File: src/sv/slh_pkg.sv
// ----------------------------------------------------------------------------
// slh_pkg: shared types, constants and mixing functions
// Word rounds, tail rounds and finalization steps of the string hash.
// ----------------------------------------------------------------------------
package slh_pkg;

  localparam int unsigned HASH_W  = 64;
  localparam int unsigned WORD_W  = 32;
  localparam int unsigned COUNT_W = 3;
  localparam int unsigned FIFO_DEPTH_DEFAULT = 4;

  typedef logic [HASH_W-1:0] hash_t;
  typedef logic [WORD_W-1:0] word_t;
  typedef logic [COUNT_W-1:0] count_t;

  function automatic hash_t sext8(input logic [7:0] b);
    sext8 = {{(HASH_W-8){b[7]}}, b};
  endfunction

  // four valid bytes; the temporary is cut to 32 bits
  function automatic hash_t full_round(input hash_t h, input word_t w);
    hash_t       h1;
    hash_t       h2;
    logic [31:0] t;
    h1 = h + {48'd0, w[15:0]};
    t  = {5'd0, w[31:16], 11'd0} ^ h1[31:0];
    h2 = {h1[47:0], 16'd0} ^ {32'd0, t};
    full_round = h2 + (h2 >> 11);
  endfunction

  function automatic hash_t tail_round(input hash_t h, input word_t w,
                                       input logic [1:0] n);
    hash_t r;
    r = h;
    case (n)
      2'd3: begin
        r = r + {48'd0, w[15:0]};
        r = r ^ (r << 16);
        r = r ^ (sext8(w[23:16]) << 18);
        r = r + (r >> 11);
      end
      2'd2: begin
        r = r + {48'd0, w[15:0]};
        r = r ^ (r << 11);
        r = r + (r >> 17);
      end
      2'd1: begin
        r = r + sext8(w[7:0]);
        r = r ^ (r << 10);
        r = r + (r >> 1);
      end
      default: begin
        r = h;
      end
    endcase
    tail_round = r;
  endfunction

  // avalanche, split into three steps of one add each
  function automatic hash_t fin_step1(input hash_t h);
    hash_t r;
    r = h ^ (h << 3);
    fin_step1 = r + (r >> 5);
  endfunction

  function automatic hash_t fin_step2(input hash_t h);
    hash_t r;
    r = h ^ (h << 4);
    fin_step2 = r + (r >> 17);
  endfunction

  function automatic hash_t fin_step3(input hash_t h);
    hash_t r;
    r = h ^ (h << 25);
    fin_step3 = r + (r >> 6);
  endfunction

endpackage

File: src/sv/slh_fifo.sv
// ----------------------------------------------------------------------------
// slh_fifo: small hash queue
// First-in first-out store of 64-bit values with full and empty flags.
// ----------------------------------------------------------------------------
module slh_fifo #(
  parameter int unsigned DEPTH = slh_pkg::FIFO_DEPTH_DEFAULT
) (
  input  logic           clk,
  input  logic           rst_n,
  input  logic           push,
  input  slh_pkg::hash_t wr_data,
  output logic           full,
  input  logic           pop,
  output slh_pkg::hash_t rd_data,
  output logic           empty
);

  localparam int unsigned PTR_W = (DEPTH > 1) ? $clog2(DEPTH) : 1;
  localparam int unsigned CNT_W = $clog2(DEPTH + 1);

  slh_pkg::hash_t mem [DEPTH];
  logic [PTR_W-1:0] wr_ptr_r, wr_ptr_nxt;
  logic [PTR_W-1:0] rd_ptr_r, rd_ptr_nxt;
  logic [CNT_W-1:0] count_r, count_nxt;
  logic             do_push;
  logic             do_pop;

  assign full    = (count_r == CNT_W'(DEPTH));
  assign empty   = (count_r == '0);
  assign do_push = push && !full;
  assign do_pop  = pop && !empty;
  assign rd_data = mem[rd_ptr_r];

  always_comb begin
    wr_ptr_nxt = wr_ptr_r;
    rd_ptr_nxt = rd_ptr_r;
    count_nxt  = count_r;
    if (do_push) begin
      wr_ptr_nxt = (wr_ptr_r == PTR_W'(DEPTH - 1)) ? '0 : wr_ptr_r + 1'b1;
    end
    if (do_pop) begin
      rd_ptr_nxt = (rd_ptr_r == PTR_W'(DEPTH - 1)) ? '0 : rd_ptr_r + 1'b1;
    end
    if (do_push && !do_pop) begin
      count_nxt = count_r + 1'b1;
    end else if (do_pop && !do_push) begin
      count_nxt = count_r - 1'b1;
    end
  end

  always_ff @(posedge clk) begin
    if (!rst_n) begin
      wr_ptr_r <= '0;
      rd_ptr_r <= '0;
      count_r  <= '0;
    end else begin
      wr_ptr_r <= wr_ptr_nxt;
      rd_ptr_r <= rd_ptr_nxt;
      count_r  <= count_nxt;
    end
  end

  always_ff @(posedge clk) begin
    if (do_push) begin
      mem[wr_ptr_r] <= wr_data;
    end
  end

endmodule

File: src/sv/slh_front.sv
// ----------------------------------------------------------------------------
// slh_front: word intake and accumulator
// Runs one full or tail round per accepted word and hands the pre-final
// accumulator of each finished string to the finalization queue.
// ----------------------------------------------------------------------------
module slh_front (
  input  logic              clk,
  input  logic              rst_n,
  input  logic              accept,
  input  slh_pkg::hash_t    seed,
  input  logic              first,
  input  slh_pkg::word_t    data_word,
  input  slh_pkg::count_t   byte_count,
  input  logic              last,
  output logic              done_push,
  output slh_pkg::hash_t    done_acc
);

  slh_pkg::hash_t acc_r, acc_nxt;
  slh_pkg::hash_t base;

  always_comb begin
    base = first ? seed : acc_r;
    // counts of four and above all take the full round
    if (byte_count[2]) begin
      acc_nxt = slh_pkg::full_round(base, data_word);
    end else begin
      acc_nxt = slh_pkg::tail_round(base, data_word, byte_count[1:0]);
    end
  end

  assign done_push = accept && last;
  assign done_acc  = acc_nxt;

  always_ff @(posedge clk) begin
    if (!rst_n) begin
      acc_r <= '0;
    end else if (accept) begin
      acc_r <= acc_nxt;
    end
  end

endmodule

File: src/sv/slh_back.sv
// ----------------------------------------------------------------------------
// slh_back: finalization pipeline
// Three-stage avalanche on queued accumulators, feeding the result queue.
// ----------------------------------------------------------------------------
module slh_back #(
  parameter int unsigned DEPTH = slh_pkg::FIFO_DEPTH_DEFAULT
) (
  input  logic           clk,
  input  logic           rst_n,
  input  logic           src_empty,
  input  slh_pkg::hash_t src_data,
  output logic           src_pop,
  input  logic           out_pop,
  output logic           out_empty,
  output slh_pkg::hash_t out_hash
);

  logic           v1_r, v2_r, v3_r;
  slh_pkg::hash_t d1_r, d2_r, d3_r;
  logic           advance;
  logic           res_full;

  // the whole pipeline holds only when its last stage cannot drain
  assign advance = !(v3_r && res_full);
  assign src_pop = advance && !src_empty;

  always_ff @(posedge clk) begin
    if (!rst_n) begin
      v1_r <= 1'b0;
      v2_r <= 1'b0;
      v3_r <= 1'b0;
    end else if (advance) begin
      v1_r <= !src_empty;
      v2_r <= v1_r;
      v3_r <= v2_r;
    end
  end

  always_ff @(posedge clk) begin
    if (advance) begin
      d1_r <= slh_pkg::fin_step1(src_data);
      d2_r <= slh_pkg::fin_step2(d1_r);
      d3_r <= slh_pkg::fin_step3(d2_r);
    end
  end

  slh_fifo #(
    .DEPTH(DEPTH)
  ) u_res_fifo (
    .clk     (clk),
    .rst_n   (rst_n),
    .push    (v3_r && advance),
    .wr_data (d3_r),
    .full    (res_full),
    .pop     (out_pop),
    .rd_data (out_hash),
    .empty   (out_empty)
  );

endmodule

File: src/sv/string_location_hash_top.sv
// ----------------------------------------------------------------------------
// string_location_hash_top: streaming 64-bit string hash
// Path: a last word's accumulator goes into the queue, then through the three
//   avalanche stages into the result queue, where out_empty goes low.
// Throughput: one word per cycle while in_full is low; the accumulator round is combinational.
// Reset: synchronous active-low rst_n clears accumulator, queues and stages.
// ----------------------------------------------------------------------------
module string_location_hash_top #(
  parameter int unsigned FIFO_DEPTH = slh_pkg::FIFO_DEPTH_DEFAULT
) (
  input  logic            clk,
  input  logic            rst_n,
  input  logic            in_push,
  output logic            in_full,
  input  slh_pkg::hash_t  in_seed,
  input  logic            in_first,
  input  slh_pkg::word_t  in_data_word,
  input  slh_pkg::count_t in_byte_count,
  input  logic            in_last,
  output logic            out_empty,
  input  logic            out_pop,
  output slh_pkg::hash_t  out_hash
);

  logic           accept;
  logic           done_push;
  slh_pkg::hash_t done_acc;
  logic           mid_full;
  logic           mid_empty;
  logic           mid_pop;
  slh_pkg::hash_t mid_data;

  assign in_full = mid_full;
  assign accept  = in_push && !mid_full;

  slh_front u_front (
    .clk        (clk),
    .rst_n      (rst_n),
    .accept     (accept),
    .seed       (in_seed),
    .first      (in_first),
    .data_word  (in_data_word),
    .byte_count (in_byte_count),
    .last       (in_last),
    .done_push  (done_push),
    .done_acc   (done_acc)
  );

  // pre-final accumulators waiting for the avalanche
  slh_fifo #(
    .DEPTH(FIFO_DEPTH)
  ) u_mid_fifo (
    .clk     (clk),
    .rst_n   (rst_n),
    .push    (done_push),
    .wr_data (done_acc),
    .full    (mid_full),
    .pop     (mid_pop),
    .rd_data (mid_data),
    .empty   (mid_empty)
  );

  slh_back #(
    .DEPTH(FIFO_DEPTH)
  ) u_back (
    .clk       (clk),
    .rst_n     (rst_n),
    .src_empty (mid_empty),
    .src_data  (mid_data),
    .src_pop   (mid_pop),
    .out_pop   (out_pop),
    .out_empty (out_empty),
    .out_hash  (out_hash)
  );

endmodule

File: config.mk
export PLATFORM = sky130hd
export DESIGN_NAME = string_location_hash_top
export DESIGN_NICKNAME = d
export VERILOG_FILES = /design/src/sv/slh_pkg.sv /design/src/sv/slh_fifo.sv /design/src/sv/slh_front.sv /design/src/sv/slh_back.sv /design/src/sv/string_location_hash_top.sv
export SDC_FILE = /design/constraint.sdc
export NUM_CORES = 2
export LEC_CHECK = 0
export BUFFER_PORTS_ARGS = -buffer_cell sky130_fd_sc_hd__buf_4
export CAP_MARGIN = 40
export CORE_MARGIN = 5
export CORE_UTILIZATION = 40
export DETAILED_ROUTE_END_ITERATION = 8
export PLACE_DENSITY = 0.55
export SLEW_MARGIN = 10
export SYNTH_ARGS = -nofsm -noshare
export SYNTH_HDL_FRONTEND = slang
export SYNTH_SLANG_ARGS = --single-unit
File: constraint.sdc
create_clock -name clk -period 9.3 [get_ports clk]
set_input_delay 0.93 -clock clk [delete_from_list [all_inputs] [get_ports clk]]
set_output_delay 0.93 -clock clk [all_outputs]
set_load 0.05 [all_outputs]
==> summary.md <==
| Metric | Value |
|---|---|
| Run status | `completed` |
| CTS tree | `yes` |
| Ys flop type | `edfxtp_1` |
| Die area | `158000 um2` |
| Worst EP arrival | `9.24 ns` |
| Dominant cells by area after synthesis | `edfxtp_1, ha_1, xnor2_1` |
| Total gr overflow | `0` |
| Reg-to-reg startpoint | `u_front.acc_r[3]` |
| Hold WC Path Type | `flip-flop to flip-flop` |
| Synth area leader | `edfxtp_1` |
| Routed vias | `about 47k` |
| Worst reg2reg path endpoint | `u_mid_fifo.mem[0][60]` |
| Reg area | `22900 um2` |
| Final setup margin | `0.576 ns` |
| Post-DP HPWL | `169000 um` |
| CP endpoint kind | `flip-flop` |
| CORE AREA | `150000 um2` |
| Relative slew slack | `0.294` |
| Startpoint Class | `primary input` |
| Cell variety after synth | `121` |
| CTS buffer count | `80` |
| Crit path max-delay family | `compound AO/OA/AOI/OAI gates` |
| Kind of critical path | `primary input to flip-flop` |
| CP peak stage delay | `0.80 ns` |
| Minimum clock period | `between 8 and 9 ns` |
| Number of flops mapped to enable cells by yosys | `around 700` |
| Post-layout util | `0.450` |
| Post-route ant nets | `0` |
| Skew-Pair Late Insertion Delay | `roughly 0.70 ns` |
| P&R area growth vs syn | `11.9%` |
| Commonest non-fill, non-tap cell in the layout | `edfxtp_1` |
| Syn_nets | `6350` |
| DRC | `0` |
| Worst EP required | `roughly 9.8 ns` |
| Worst slew pin tran | `1.06 ns` |
| DRT Wirelength | `208000 um` |
| Final Hold Vio Count | `0` |
| Die Ht | `398 um` |
| Wire length per cell | `25.7 um` |
| Largest net degree at the start of global routing | `126` |
| Routed vias/inst | `between 5 and 6` |
| Yosys top cell area share | `0.351` |
| RSZ-0062 raised after global routing | `no` |
| CTS root buf | `clkbuf_16` |
| Clk buf depth | `3` |
| All-Layer GR Usage | `0.256` |
| Initial Util | `0.402` |
| Final #Nets | `approximately 6.6k` |
| First-pass iteration count of the detailed router | `6` |
| Syn Inst Count | `5777` |
| FMAX | `between 100 and 150 MHz` |
| Mapped Avg Cell Area | `10.4 um2` |
| Hold wc startpoint | `u_back.v2_r` |
| CP Buf/Inv Count | `3` |
| R2R setup slack | `just under 1 ns` |
| Core Rows | `142` |
| H-Tree Depth | `3` |
| Multi-input gate area | `36000 um2` |
| Total Neg Setup Slack | `0 ns` |
| Setup Buffers After CTS | `0` |
| Clock sink count | `roughly 800` |
| Hold Path End | `u_back.v2_r` |
| Port Buffer Count | `170` |
| Placed cells | `7960` |
| Clock Skew | `0.0531 ns` |
| Clock slew at reported path FFs | `approximately 0.060 ns` |
| DRT iter0 DRCs | `4611` |
| Slowest CP cell | `a211oi_1` |
| Tcrit/Tclk final | `0.938` |
| Die width | `398 um` |
| Synth warnings | `0` |
| R2R depth | `24` |
| Resize count post-CTS | `0` |
| Asr flop ratio synth | `0` |
| Slew Viols, Final | `0` |
| Dpl ws | `~0.14 ns` |
| Synthesized cell area | `60200 um2` |
| Sequential fraction of the synthesis area | `0.379` |
| CTS hold repair buffers | `0` |
| Non-Filler Instances | `8109` |
| Hold Path Depth | `2` |
| Vias in the first global route | `~47k` |
| IO Pins | `171` |
| Gp weighted congestion | `1.09` |
| Max FO, Critical Path | `13` |
| Highest-count cells in the layout ignoring fill and taps | `edfxtp_1, a21oi_1, ha_1` |
| First-pass GRT wire length | `303000 um` |
| Flops & latches, synth | `around 800` |
| Initial antenna violation count | `8` |
| Max_cap viols | `0` |
| Setup violators final | `0` |
| Layout cells sized above 1 | `0.128` |
| Fillers | `between 10k and 15k` |
[synth_stat cells, types with 47 or more instances]
| library cell | n |
|---|---|
| ha_1 | 458 |
| mux4_2 | 152 |
| xor2_1 | 391 |
| dfxtp_1 | 85 |
| and2_1 | 47 |
| mux2i_1 | 48 |
| nand2_1 | 384 |
| a21o_1 | 255 |
| a21oi_1 | 497 |
| o21bai_1 | 91 |
| o21a_1 | 68 |
| edfxtp_1 | 704 |
| inv_1 | 196 |
| clkbuf_1 | 114 |
| o21ai_0 | 288 |
| and3_1 | 74 |
| nor2_1 | 329 |
| a31oi_1 | 75 |
| a211oi_1 | 60 |
| nor2b_1 | 66 |
| nand2b_1 | 69 |
| nor3_1 | 103 |
| nand3_1 | 112 |
| xnor2_1 | 418 |
| nand4_1 | 82 |
[routing by layer]
metal  wire length, um  GRT usage
met5                 0          0
met4             10300      0.111
met3             13400     0.0349
met2             97600      0.432
met1             86700      0.330
[metrics by stage]
stage,hold slack (ns),area [um2]
3_5_place_dp,0.449,64600
5_1_grt,0.475,67400
2_1_floorplan,0.432,60200
6_report,0.457,67400
4_1_cts,0.459,67400
3_3_place_gp,0.441,64500
[layout make-up]
cell class,instances,share of cell area
multi-input combinational,4625,0.534
sequential,789,0.339
timing repair buffer,330,0.0380
tap,2016,0.0374
clock buffer,93,0.0306
inverter,202,0.0114
clock inverter,53,0.00987
antenna,1,0.0000371
[worst min-delay path, cell delays in order, from the launching register on]
cell and delay [ns]:
dfxtp_1 0.31, nand2_1 0.05, a21oi_1 0.05
[registers in the layout (all words and copies together) (netlist names), 3 cells and up, named ones only]
register,count
u_back.d1_r,64
u_back.d2_r,64
u_back.d3_r,64
u_back.u_res_fifo.count_r,3
u_back.u_res_fifo.mem,256
u_front.acc_r,64
u_mid_fifo.count_r,3
u_mid_fifo.mem,256
[kinds of logic (layout without fill, tap and decap cells)]
| logic type | after synthesis | count (layout) | synth area share |
|---|---|---|---|
| AO/OA/AOI/OAI | 1645 | 1645 | 0.177 |
| flip-flops | 789 | 789 | 0.379 |
| multiplexers | 245 | 245 | 0.0733 |
| buffers and inverters | 363 | 678 | 0.0240 |
| adder cells (fa/ha/maj) | 472 | 472 | 0.0991 |
| XOR/XNOR | 841 | 841 | 0.129 |
| AND/OR/NAND/NOR | 1422 | 1422 | 0.118 |
| other | 0 | 1 | 0 |
[how the worst max path moves through the flow]
stage	startpoint	endpoint	slack, ns	cells after the start
floorplan	in_first	u_mid_fifo.mem[0][56]	0.19	37
global placement	in_first	u_mid_fifo.mem[2][63]	0.02	27
detailed placement	in_first	u_mid_fifo.mem[1][58]	0.14	27
CTS	in_first	u_mid_fifo.mem[2][58]	0.84	27
global route	in_first	u_mid_fifo.mem[0][60]	0.33	26
finish	in_first	u_mid_fifo.mem[0][60]	0.58	26
Power is left out: the tool's default activity adds up to more than one toggle a clock period on the data nets, which glitch-free logic cannot reach.
